File: src/sv/assert_macros.svh
// Assertion helpers shared by the RTL files.
`ifndef ASSERT_MACROS_SVH
`define ASSERT_MACROS_SVH

// Same-cycle implication check, off while reset is held.
`define PTW_ASSERT(lbl, clk, rst_n, prop, msg) \
    lbl: assert property (@(posedge clk) disable iff (!rst_n) (prop)) \
        else $error(msg);

// Next-cycle check: cons must hold in the cycle after ante.
`define PTW_ASSERT_NEXT(lbl, clk, rst_n, ante, cons, msg) \
    lbl: assert property (@(posedge clk) disable iff (!rst_n) (ante) |=> (cons)) \
        else $error(msg);

`endif

File: src/sv/ptw_pkg.sv
package ptw_pkg;

    // Input item kinds
    localparam logic KIND_XLATE = 1'b0;
    localparam logic KIND_RESP  = 1'b1;

    // Result item kinds
    localparam logic RES_READ = 1'b0;
    localparam logic RES_DONE = 1'b1;

    // Register indexes on the config port
    localparam logic REG_ROOT   = 1'b0;
    localparam logic REG_WINDOW = 1'b1;

    localparam int ADDR_W      = 64;
    localparam int VA_W        = 48;
    localparam int PA_W        = 52;
    localparam int FIELD_W     = 40;   // entry bits 51..12
    localparam int IDX_W       = 9;
    localparam int PG_OFF_W    = 12;
    localparam logic [1:0] LAST_LEVEL = 2'd3;
    localparam int PRESENT_BIT = 0;

    // Job queue sizing
    localparam int Q_DEPTH = 2;
    localparam int Q_PTR_W = (Q_DEPTH > 1) ? $clog2(Q_DEPTH) : 1;
    localparam int Q_CNT_W = $clog2(Q_DEPTH + 1);

    typedef struct packed {
        logic              kind;
        logic [VA_W-1:0]   vaddr;
        logic [ADDR_W-1:0] table_entry;
    } t_in_item;

    typedef struct packed {
        logic              kind_res;
        logic [ADDR_W-1:0] read_addr;
        logic [PA_W-1:0]   phys_addr;
        logic              fault;
        logic [1:0]        fault_level;
    } t_out_item;

    // Work the back end carries out for one accepted item
    typedef enum logic [1:0] {
        OP_ROOT,    // read top-level entry
        OP_NEXT,    // read next-level entry
        OP_FAULT,   // finish with fault
        OP_DONE     // finish with physical address
    } t_op;

    typedef struct packed {
        t_op                 op;
        logic [1:0]          level;
        logic [FIELD_W-1:0]  field;
        logic [IDX_W-1:0]    idx;
        logic [PG_OFF_W-1:0] pg_off;
    } t_job;

    typedef struct packed {
        logic full;
        logic empty;
    } t_q_stat;

    // 9-bit table index for a level, top level first
    function automatic logic [IDX_W-1:0] level_index(input logic [VA_W-1:0] va,
                                                     input logic [1:0] lvl);
        logic [IDX_W-1:0] idx;
        unique case (lvl)
            2'd0:    idx = va[47:39];
            2'd1:    idx = va[38:30];
            2'd2:    idx = va[29:21];
            default: idx = va[20:12];
        endcase
        return idx;
    endfunction

endpackage

File: src/sv/ptw_front.sv
module ptw_front (
    input  logic              i_clk,
    input  logic              i_rst_n,
    input  logic              i_valid,
    input  ptw_pkg::t_in_item i_item,
    input  ptw_pkg::t_q_stat  i_q_stat,
    output logic              o_ready,
    output logic              o_push,
    output ptw_pkg::t_job     o_job
);

    logic                         r_active;
    logic [1:0]                   r_level;
    logic [ptw_pkg::VA_W-1:0]     r_saved_virt;
    logic                         n_active;
    logic [1:0]                   n_level;
    logic [ptw_pkg::VA_W-1:0]     n_saved_virt;
    logic                         accept;
    logic [1:0]                   next_level;

    assign o_ready    = !i_q_stat.full;
    assign accept     = i_valid && o_ready;
    assign next_level = r_level + 2'd1;

    // Classify the item against the walk state
    always_comb begin
        n_active     = r_active;
        n_level      = r_level;
        n_saved_virt = r_saved_virt;
        o_push       = 1'b0;
        o_job.op     = ptw_pkg::OP_ROOT;
        o_job.level  = r_level;
        o_job.field  = i_item.table_entry[51:12];
        o_job.idx    = ptw_pkg::level_index(i_item.vaddr, 2'd0);
        o_job.pg_off = r_saved_virt[ptw_pkg::PG_OFF_W-1:0];
        if (accept) begin
            if (i_item.kind == ptw_pkg::KIND_XLATE) begin
                // new walk only when idle; otherwise dropped
                if (!r_active) begin
                    n_active     = 1'b1;
                    n_level      = 2'd0;
                    n_saved_virt = i_item.vaddr;
                    o_push       = 1'b1;
                end
            end else if (r_active) begin
                o_push = 1'b1;
                if (!i_item.table_entry[ptw_pkg::PRESENT_BIT]) begin
                    o_job.op = ptw_pkg::OP_FAULT;
                    n_active = 1'b0;
                    n_level  = 2'd0;
                end else if (r_level != ptw_pkg::LAST_LEVEL) begin
                    o_job.op  = ptw_pkg::OP_NEXT;
                    o_job.idx = ptw_pkg::level_index(r_saved_virt, next_level);
                    n_level   = next_level;
                end else begin
                    o_job.op = ptw_pkg::OP_DONE;
                    n_active = 1'b0;
                    n_level  = 2'd0;
                end
            end
        end
    end

    // Walk state
    always_ff @(posedge i_clk) begin
        if (!i_rst_n) begin
            r_active     <= 1'b0;
            r_level      <= 2'd0;
            r_saved_virt <= '0;
        end else begin
            r_active     <= n_active;
            r_level      <= n_level;
            r_saved_virt <= n_saved_virt;
        end
    end

endmodule

File: src/sv/ptw_job_queue.sv
module ptw_job_queue (
    input  logic             i_clk,
    input  logic             i_rst_n,
    input  logic             i_push,
    input  ptw_pkg::t_job    i_job,
    input  logic             i_pop,
    output ptw_pkg::t_job    o_job,
    output ptw_pkg::t_q_stat o_stat
);

    ptw_pkg::t_job                r_mem [ptw_pkg::Q_DEPTH];
    logic [ptw_pkg::Q_PTR_W-1:0]  r_wr_ptr;
    logic [ptw_pkg::Q_PTR_W-1:0]  r_rd_ptr;
    logic [ptw_pkg::Q_CNT_W-1:0]  r_count;

    function automatic logic [ptw_pkg::Q_PTR_W-1:0] ptr_inc(
        input logic [ptw_pkg::Q_PTR_W-1:0] ptr);
        logic [ptw_pkg::Q_PTR_W-1:0] nxt;
        if (ptr == ptw_pkg::Q_PTR_W'(ptw_pkg::Q_DEPTH - 1)) begin
            nxt = '0;
        end else begin
            nxt = ptr + ptw_pkg::Q_PTR_W'(1);
        end
        return nxt;
    endfunction

    assign o_stat.full  = (r_count == ptw_pkg::Q_CNT_W'(ptw_pkg::Q_DEPTH));
    assign o_stat.empty = (r_count == '0);
    assign o_job        = r_mem[r_rd_ptr];

    // Storage
    always_ff @(posedge i_clk) begin
        if (i_push) begin
            r_mem[r_wr_ptr] <= i_job;
        end
    end

    // Pointers and fill count
    always_ff @(posedge i_clk) begin
        if (!i_rst_n) begin
            r_wr_ptr <= '0;
            r_rd_ptr <= '0;
            r_count  <= '0;
        end else begin
            if (i_push) begin
                r_wr_ptr <= ptr_inc(r_wr_ptr);
            end
            if (i_pop) begin
                r_rd_ptr <= ptr_inc(r_rd_ptr);
            end
            case ({i_push, i_pop})
                2'b10:   r_count <= r_count + ptw_pkg::Q_CNT_W'(1);
                2'b01:   r_count <= r_count - ptw_pkg::Q_CNT_W'(1);
                default: r_count <= r_count;
            endcase
        end
    end

endmodule

File: src/sv/ptw_back.sv
module ptw_back (
    input  logic                        i_clk,
    input  logic                        i_rst_n,
    input  ptw_pkg::t_job               i_job,
    input  ptw_pkg::t_q_stat            i_q_stat,
    input  logic [ptw_pkg::ADDR_W-1:0]  i_root_addr,
    input  logic [ptw_pkg::ADDR_W-1:0]  i_window,
    input  logic                        i_ready,
    output logic                        o_pop,
    output logic                        o_valid,
    output ptw_pkg::t_out_item          o_item
);

    logic                        r_valid;
    ptw_pkg::t_out_item          r_item;
    ptw_pkg::t_out_item          n_item;
    logic [ptw_pkg::ADDR_W-1:0]  idx_off;
    logic [ptw_pkg::ADDR_W-1:0]  table_base;

    // Take a job whenever the output slot is free or being drained
    assign o_pop = !i_q_stat.empty && (!r_valid || i_ready);

    assign idx_off    = {{(ptw_pkg::ADDR_W - ptw_pkg::IDX_W - 3){1'b0}}, i_job.idx, 3'b000};
    assign table_base = {{(ptw_pkg::ADDR_W - ptw_pkg::FIELD_W - 12){1'b0}},
                         i_job.field, 12'h000};

    // Build the result item
    always_comb begin
        n_item.kind_res    = ptw_pkg::RES_READ;
        n_item.read_addr   = '0;
        n_item.phys_addr   = '0;
        n_item.fault       = 1'b0;
        n_item.fault_level = 2'd0;
        unique case (i_job.op)
            ptw_pkg::OP_ROOT: begin
                n_item.read_addr = i_root_addr + idx_off;
            end
            ptw_pkg::OP_NEXT: begin
                n_item.read_addr = table_base + i_window + idx_off;
            end
            ptw_pkg::OP_FAULT: begin
                n_item.kind_res    = ptw_pkg::RES_DONE;
                n_item.fault       = 1'b1;
                n_item.fault_level = i_job.level;
            end
            default: begin
                n_item.kind_res  = ptw_pkg::RES_DONE;
                n_item.phys_addr = {i_job.field, i_job.pg_off};
            end
        endcase
    end

    // Output register
    always_ff @(posedge i_clk) begin
        if (!i_rst_n) begin
            r_valid <= 1'b0;
        end else if (o_pop) begin
            r_valid <= 1'b1;
        end else if (i_ready) begin
            r_valid <= 1'b0;
        end
    end

    always_ff @(posedge i_clk) begin
        if (o_pop) begin
            r_item <= n_item;
        end
    end

    assign o_valid = r_valid;
    assign o_item  = r_item;

endmodule

File: src/sv/page_table_walk_translate.sv
// Four-level page-table walker, one translation in flight.
// Input channel (i_valid/o_ready, i_item): a translate request (kind 0) starts
// a walk and yields a read of the top-level entry; a table entry response
// (kind 1) yields the next read, or the finished translation or fault.
// A request during a walk or a response while idle is taken and dropped.
// Output channel (o_valid/i_ready, o_item): read requests and finished results.
// Config: APB-style port, root table address at 0x0, window offset at 0x8,
// both 64 bits; write only while no walk is in flight.
// A result is valid once its item has passed the job queue and the output register (the item
// is classified into the job queue when accepted, the address add lands in the output register
// when the job is popped). Throughput: one item per cycle while the receiver does not stall,
// set by the single add stage.
// When the receiver stalls, the output register holds and the two-entry job
// queue takes further items; o_ready drops once the queue is full.
// Reset clears the walk state, the queue, the output valid and both registers.
`include "assert_macros.svh"

module page_table_walk_translate (
    input  logic                       i_clk,
    input  logic                       i_rst_n,
    input  logic                       i_valid,
    output logic                       o_ready,
    input  ptw_pkg::t_in_item          i_item,
    output logic                       o_valid,
    input  logic                       i_ready,
    output ptw_pkg::t_out_item         o_item,
    input  logic                       psel,
    input  logic                       penable,
    input  logic                       pwrite,
    input  logic [3:0]                 paddr,
    input  logic [ptw_pkg::ADDR_W-1:0] pwdata,
    output logic [ptw_pkg::ADDR_W-1:0] prdata,
    output logic                       pready
);

    logic [ptw_pkg::ADDR_W-1:0] r_root_addr;
    logic [ptw_pkg::ADDR_W-1:0] r_window;
    logic                       cfg_wr;
    logic                       q_push;
    logic                       q_pop;
    ptw_pkg::t_job              push_job;
    ptw_pkg::t_job              head_job;
    ptw_pkg::t_q_stat           q_stat;

    // Config registers
    assign pready = 1'b1;
    assign cfg_wr = psel && penable && pwrite && pready;
    assign prdata = (paddr[3] == ptw_pkg::REG_WINDOW) ? r_window : r_root_addr;

    always_ff @(posedge i_clk) begin
        if (!i_rst_n) begin
            r_root_addr <= '0;
            r_window    <= '0;
        end else if (cfg_wr) begin
            if (paddr[3] == ptw_pkg::REG_ROOT) begin
                r_root_addr <= pwdata;
            end else begin
                r_window <= pwdata;
            end
        end
    end

    ptw_front u_front (
        .i_clk    (i_clk),
        .i_rst_n  (i_rst_n),
        .i_valid  (i_valid),
        .i_item   (i_item),
        .i_q_stat (q_stat),
        .o_ready  (o_ready),
        .o_push   (q_push),
        .o_job    (push_job)
    );

    ptw_job_queue u_queue (
        .i_clk   (i_clk),
        .i_rst_n (i_rst_n),
        .i_push  (q_push),
        .i_job   (push_job),
        .i_pop   (q_pop),
        .o_job   (head_job),
        .o_stat  (q_stat)
    );

    ptw_back u_back (
        .i_clk       (i_clk),
        .i_rst_n     (i_rst_n),
        .i_job       (head_job),
        .i_q_stat    (q_stat),
        .i_root_addr (r_root_addr),
        .i_window    (r_window),
        .i_ready     (i_ready),
        .o_pop       (q_pop),
        .o_valid     (o_valid),
        .o_item      (o_item)
    );

    // Checks
    `PTW_ASSERT(a_q_no_overflow, i_clk, i_rst_n, q_push |-> !q_stat.full, "job pushed into full queue")
    `PTW_ASSERT(a_q_no_underflow, i_clk, i_rst_n, q_pop |-> !q_stat.empty, "job popped from empty queue")
    `PTW_ASSERT_NEXT(a_pop_shows, i_clk, i_rst_n, q_pop, o_valid, "popped job not presented")
    `PTW_ASSERT(a_read_clean, i_clk, i_rst_n, (o_valid && o_item.kind_res == ptw_pkg::RES_READ) |-> (!o_item.fault && o_item.phys_addr == '0 && o_item.fault_level == 2'd0), "read request carries result fields")

endmodule

File: config.mk
export PLATFORM = sky130hd
export DESIGN_NAME = page_table_walk_translate
export DESIGN_NICKNAME = d
export VERILOG_FILES = /design/src/sv/ptw_pkg.sv /design/src/sv/ptw_front.sv /design/src/sv/ptw_job_queue.sv /design/src/sv/ptw_back.sv /design/src/sv/page_table_walk_translate.sv
export VERILOG_INCLUDE_DIRS = /design/src /design/src/sv
export SDC_FILE = /design/constraint.sdc
export NUM_CORES = 1
export LEC_CHECK = 0
export BUFFER_PORTS_ARGS = -buffer_cell sky130_fd_sc_hd__buf_4
export CAP_MARGIN = 25
export CORE_MARGIN = 3
export CORE_UTILIZATION = 40
export CTS_CLUSTER_SIZE = 12
export DETAILED_ROUTE_END_ITERATION = 7
export SLEW_MARGIN = 0
export SYNTH_ARGS = -nofsm -noshare
export SYNTH_HDL_FRONTEND = slang
export SYNTH_SLANG_ARGS = --single-unit
export TNS_END_PERCENT = 50
File: constraint.sdc
create_clock -name i_clk -period 11.6 [get_ports i_clk]
set_input_delay 1.16 -clock i_clk [delete_from_list [all_inputs] [get_ports i_clk]]
set_output_delay 1.16 -clock i_clk [all_outputs]
set_load 0.01 [all_outputs]
==> results of run 1 <==
## cells in the mapped netlist, types with 4 or more instances
cell and number:
nand2_1 459, edfxtp_1 250, dfxtp_1 185, a21boi_0 180
clkbuf_1 112, a21oi_1 108, mux2_2 105, nor2_1 104
xnor2_1 72, o21ai_0 71, ha_1 65, and3_1 60
xor2_1 39, inv_1 37, a21o_1 34, nand4_1 32
nand3_1 29, a211oi_1 22, mux2i_1 17, nor3_1 17
o21bai_1 11, and2_1 10, buf_2 10, a222oi_1 9
a31oi_1 8, o21a_1 8, o22ai_1 8, buf_1 7
nand2b_1 7, nor2b_1 7, o21ai_1 7, o211ai_1 6
or3_1 6, and4_1 4
## sequential cells by signal (all words and copies together) (netlist names), named ones only
register,flops
u_queue.r_count,2
u_queue.r_mem,130
u_queue.r_rd_ptr,1
u_front.r_saved_virt,48
u_front.r_active,1
r_window,64
u_front.r_level,2
u_back.o_valid,1
r_root_addr,64
u_queue.r_wr_ptr,1
u_back.o_item,120
## placed cells by master, fill, tap and decap left out, drive strengths merged, types with 11 or more instances in the layout
| cell type | n |
|---|---|
| nand2 | 459 |
| buf | 365 |
| edfxtp | 250 |
| dfxtp | 185 |
| a21boi | 181 |
| a21oi | 108 |
| nor2 | 106 |
| mux2 | 105 |
| o21ai | 79 |
| xnor2 | 72 |
| clkbuf | 71 |
| ha | 65 |
| and3 | 60 |
| xor2 | 39 |
| inv | 39 |
| a21o | 34 |
| nand4 | 32 |
| nand3 | 29 |
| a211oi | 24 |
| nor3 | 19 |
| mux2i | 17 |
| clkinv | 17 |
| o21bai | 11 |
## area by class of cell
cell class | count | share of cell area, %
Tap cell | 688 | 3.25
Multi-Input combinational cell | 1554 | 37.5
Sequential cell | 435 | 42.4
Clock inverter | 21 | 0.506
Timing Repair Buffer | 365 | 10.5
Antenna cell | 2 | 0.0189
Inverter | 38 | 0.539
Clock buffer | 71 | 5.41
## how the worst max path moves through the flow
| stage | endpoint | cells after the start |
|---|---|---|
| floorplan | u_queue.r_count[1] | 5 |
| global placement | u_back.o_item[112] | 13 |
| detailed placement | u_back.o_item[112] | 13 |
| CTS | u_back.o_item[112] | 13 |
| global route | u_back.o_item[105] | 12 |
| finish | u_back.o_item[105] | 12 |
## worst reg2reg max path: cells and delay by family (launching register included)
family	cells	cell delay, ns
multiplexers	1	0.48
AND/OR/NAND/NOR	2	0.28
flip-flops	1	0.71
adder cells (fa/ha/maj)	1	0.40
buffers and inverters	1	0.65
AO/OA/AOI/OAI	7	2.29
## metal layers
| layer | vias up | global-route usage, % | routed length, um |
|---|---|---|---|
| li1 | 8242 | - | - |
| met1 | 8295 | 28.7 | 27800 |
| met2 | 546 | 40.1 | 33000 |
| met3 | 125 | 4.70 | 4460 |
| met4 | 0 | 7.11 | 2010 |
| met5 | - | 0 | 0 |
## stage by stage
stage	power, mW	hold slack, ns
after floorplan	2.85	0.425
after global placement	3.41	0.428
after detailed placement	3.43	0.448
after CTS	4.95	0.462
after global routing	5.13	0.474
final	4.89	0.457
## kinds of logic after synthesis
logic type | count (synthesis) | synth area share (%)
AO/OA/AOI/OAI | 502 | 15.7
XOR/XNOR | 111 | 4.48
adder cells (fa/ha/maj) | 67 | 3.93
buffers and inverters | 168 | 2.98
flip-flops | 435 | 51.6
multiplexers | 122 | 6.23
other | 1 | 0.0173
AND/OR/NAND/NOR | 751 | 15.0
## power by group
group	leakage, nW	total [mW]	internal (mW)	switching [mW]
combinational	5.60	1.33	0.511	0.819
sequential	3.87	2.06	1.95	0.114
clock	0.769	1.50	0.877	0.626
==> reports/metrics.yaml, run 1 <==
vias: 17208
seqCellArea_um2: 11200
reg2reg_to: "u_back.o_item[105]"
finClkSkew_ns: 0.0176
cts_resized: 0
max_freq_mhz: 201
period_share_pct: 42.8
area_delta_synth_final_pct: 22.0
path_buf_inv: 1
fin_area_um2: 26500
ys.flop_type: "edfxtp_1"
seq_area_frac_synth_pct: 51.6
synth_cell_types: 69
dpl.cell_count: 3078
finalHoldViolCount: 0
synth_seq_cells: 435
hold_class: "register to register"
period_needed_ns: 4.97
cts_hold_buf: 0
grt_pass1_vias: 17054
fill_cells: 4837
post-route-util_pct: 49.8
cp_common_cell: "a21oi_1"
dp.final_hpwl_mm: 47.7
cts_tree: "done"
postCtsSetupRepairBufs: 0
end_kind: "register"
cts_buffers: 49
rows: 84
io_pins: 375
fp.dieW_um: 239
required_ns: 11.99
numPortBuffers: 347
initial_core_util_pct: 40.8
max-vdd-ir-drop_v: 0.0000967
async_reset_ff_share_pct: 0
drt-total-wl_mm: 67.3
clock_path_buffers: 3
synth_edf_count: 250
finalMaxSlewViolations: 0
whs_path_depth: 0
finalWeightedCongestion: 0.910
wire_per_inst_um: 21.2
layout_setup_ws_ns: 6.63
cp_max_fo: 37
p_leak_nw: 10.2
rsz0062_at_grt: "false"
tightest_slew_ns: 0.996
ant_nets: 0
drc: 0
rr_worst_depth: 12
cts-root-buf: "clkbuf_16"
grt_max_degree: 101
slowest_delay_ns: 0.71
cp.arrival_ns: 5.35
die_y_um: 239
cts_sinks: 435
avgSynthCellArea_um2: 10.1
hold_end: "u_queue.r_mem[1][8]"
cts-htree-levels: 2
max_cap_viol_count: 0
grt_usage_pct: 23.0
drt-initial-drc-count: 1032
yosys.area.top_type_share_pct: 34.6
grt_overflow: 0
cp_top_family: "compound AO/OA/AOI/OAI gates"
crit_slowest_cell: "dfxtp_4"
min-delay-start: "u_front.r_saved_virt[8]"
drive_above_1_share_pct: 23.1
multi_input_area_um2: 9920
place_area_um2: 24900
nets: 2698
grt_antenna_before_repair: 3
fin_setup_tns_ns: 0
path_class: "register to register"
grt_pass1_wl_mm: 101
syn_inst: 2157
start_kind: "register"
max_slew_margin_pct: 33.6
fin_cells: 3174
synth_area_leaders: "edfxtp_1 35%, dfxtp_1 17%, nand2_1 7.9%"
clkLatencyLatePin_ns: 0.58
yosysTopAreaCell: "edfxtp_1"
first_pass_iters: 7
path_cells: "buf_4, mux2_2, ha_1, nand4_1, a2111o_1, a21oi_1, o21ai_1, a211oi_1, o211ai_1, a21oi_1, nor3_1, o32ai_1"
finalSetupViolations: 0
core_area_um2: 53200
post-place-ws_ns: 6.58
synth_nets: 2412
synth_area_um2: 21700
status: "finished clean"
dieArea_um2: 57100
viasPerCell: 5.42
reg2reg_slack_ns: 6.63
yosys_warnings: 0
p_per_area_nw_per_um2: 185
clk_pin_slew_ns: 0.06
Power figures use the tool's default switching activity.
==> inputs of run 2 (changes only) <==
==> constraint.sdc (replaced) <==
create_clock -name i_clk -period 4.7 [get_ports i_clk]
set_input_delay 0.47 -clock i_clk [delete_from_list [all_inputs] [get_ports i_clk]]
set_output_delay 0.47 -clock i_clk [all_outputs]
set_load 0.01 [all_outputs]
==> reports/metrics.yaml, run 2 (synthesis results as in run 1) <==
layout_common_cells: "459 x nand2_1, 374 x buf_4, 250 x edfxtp_1"
grt_util_met2_pct: 38.6  # -1.4 points
required_ns: 5.10  # -6.89 ns
dpl.cell_count: 3094  # +0.52%
busiest_layer: "met2"
ant_nets: 0  # unchanged
tightest_slew_ns: 0.989  # -0.00740 ns
cts_sinks: 435  # unchanged
die_y_um: 239  # unchanged
cts_hold_buf: 0  # unchanged
fin_setup_tns_ns: 0  # unchanged
drt-initial-drc-count: 1097  # +6.3%
end_kind: "register"
layout_commonest_cell: "nand2_1"
core_area_um2: 53200  # unchanged
power.total_mw: 12.4  # +150%
reg2reg_to: "u_back.o_item[105]"
cts_buffers: 49  # unchanged
grt_max_degree: 122  # +21%
grt_overflow: 0  # unchanged
layout_setup_ws_ns: 0.509  # -6.12 ns
largest_reg_flops: 130  # unchanged
reg2reg_slack_ns: 0.51  # -6.12 ns
fp.dieW_um: 239  # unchanged
wire_per_inst_um: 21.0  # -1.0%
grt_pass1_wl_mm: 100  # -1.0%
hold_class: "primary input to register"
max-vdd-ir-drop_v: 0.000298  # +210%
finalWeightedCongestion: 0.917  # +0.80%
dieArea_um2: 57100  # unchanged
finClkSkew_ns: 0.0185  # +0.000964 ns
rsz0062_at_grt: "false"
postCtsSetupRepairBufs: 0  # unchanged
grt_antenna_before_repair: 2  # -1
fin_cells: 3188  # +0.44%
io_pins: 375  # unchanged
period_share_pct: 89.2  # +46 points
p_leak_nw: 10.4  # +1.3%
grt_usage_pct: 22.7  # -0.25 points
cts-htree-levels: 2  # unchanged
p_per_area_nw_per_um2: 463  # +150%
drc: 0  # unchanged
viasPerCell: 5.38  # -0.73%
max_slew_margin_pct: 34.1  # +0.49 points
grt_pass1_vias: 17063  # +0.053%
first_pass_iters: 7  # unchanged
drive_above_1_share_pct: 23.6  # +0.51 points
finalSetupViolations: 0  # unchanged
rr_worst_depth: 12  # unchanged
cp.arrival_ns: 4.59  # -0.76 ns
cts_tree: "done"
use_met1_pct: 28.3  # -0.40 points
max_freq_mhz: 239  # +19%
vias: 17158  # -0.29%
cts-root-buf: "clkbuf_16"
clkLatencyLatePin_ns: 0.58  # about the same
path_cells: "buf_12, mux2_2, ha_1, nand4_1, a2111o_1, a21oi_1, o21ai_1, a211oi_1, o211ai_1, a21oi_1, nor3_1, o32ai_1"
cp_common_cell: "a21oi_1"
start_kind: "register"
rows: 84  # unchanged
clock_path_buffers: 3  # unchanged
period_needed_ns: 4.19  # -0.776 ns
max_cap_viol_count: 0  # unchanged
crit_slowest_cell: "a2111o_1"
initial_core_util_pct: 40.8  # unchanged
clk_pin_slew_ns: 0.06  # about the same
area_delta_synth_final_pct: 23.2
top_register: "u_queue.r_mem"
slowest_delay_ns: 0.57  # -0.14 ns
dp.final_hpwl_mm: 47.9  # +0.46%
path_class: "register to register"
grtUsageMet3_pct: 5.31  # +0.61 points
finalHoldViolCount: 0  # unchanged
cts_resized: 0  # unchanged
numPortBuffers: 347  # unchanged
finalMaxSlewViolations: 0  # unchanged
status: "finished clean"
drt-total-wl_mm: 66.9  # -0.58%
post-place-ws_ns: 0.546  # -6.04 ns
cp-endpoint: "u_back.o_item[105]"
nets: 2712  # +0.52%
cp_max_fo: 23  # -38%
run 2: layout make-up:
type                            instances  area (um^2)
Sequential cell                       435        11200
Tap cell                              688          861
Clock buffer                           79         1580
Antenna cell                            2         5.00
Fill cell                            4836        26400
Timing Repair Buffer                  379         2910
Inverter                               38          143
Clock inverter                         13          126
Multi-Input combinational cell       1554         9920
run 2: metal layers:
layer | up-vias | routed length, um
met5 | - | 19
met4 | 2 | 2280
met3 | 126 | 4860
met2 | 590 | 32200
met1 | 8190 | 27500
li1 | 8250 | -
run 2: worst min path at each step:
stage,startpoint,to,slack [ns],cells after the start
finish,i_item[12],u_queue.r_mem[0][21],0.07,1
global route,i_item[12],u_queue.r_mem[0][21],0.05,1
CTS,i_item[24],u_queue.r_mem[0][33],0.04,1
detailed placement,u_front.r_saved_virt[6],u_queue.r_mem[0][6],0.44,0
global placement,u_front.r_saved_virt[10],u_queue.r_mem[0][10],0.43,0
floorplan,u_front.r_saved_virt[0],u_queue.r_mem[0][0],0.43,0
run 2: critical path: cells and delay by family (launching register included):
kind	cells	cell delay [ns]
AOI/OAI and AO/OA	7	2.23
adders and majority gates	1	0.38
buffers and inverters	1	0.21
DFF	1	0.44
muxes	1	0.41
and+or+nand+nor	2	0.28
run 2: where the power goes:
group,leakage [nW],switching [mW],internal (mW)
logic,5.67,2.05,1.30
registers,3.87,0.266,4.80
clock network,0.832,1.56,2.42
run 2: through the flow:
stage	util [%]	hold WS [ns]	cell area (um^2)
after global placement	47.1	0.434	25000
after detailed placement	47.1	0.436	25000
after global routing	50.3	0.0499	26800
final	50.3	0.0707	26800
after floorplan	-	0.425	21700
after CTS	50.3	0.0367	26800
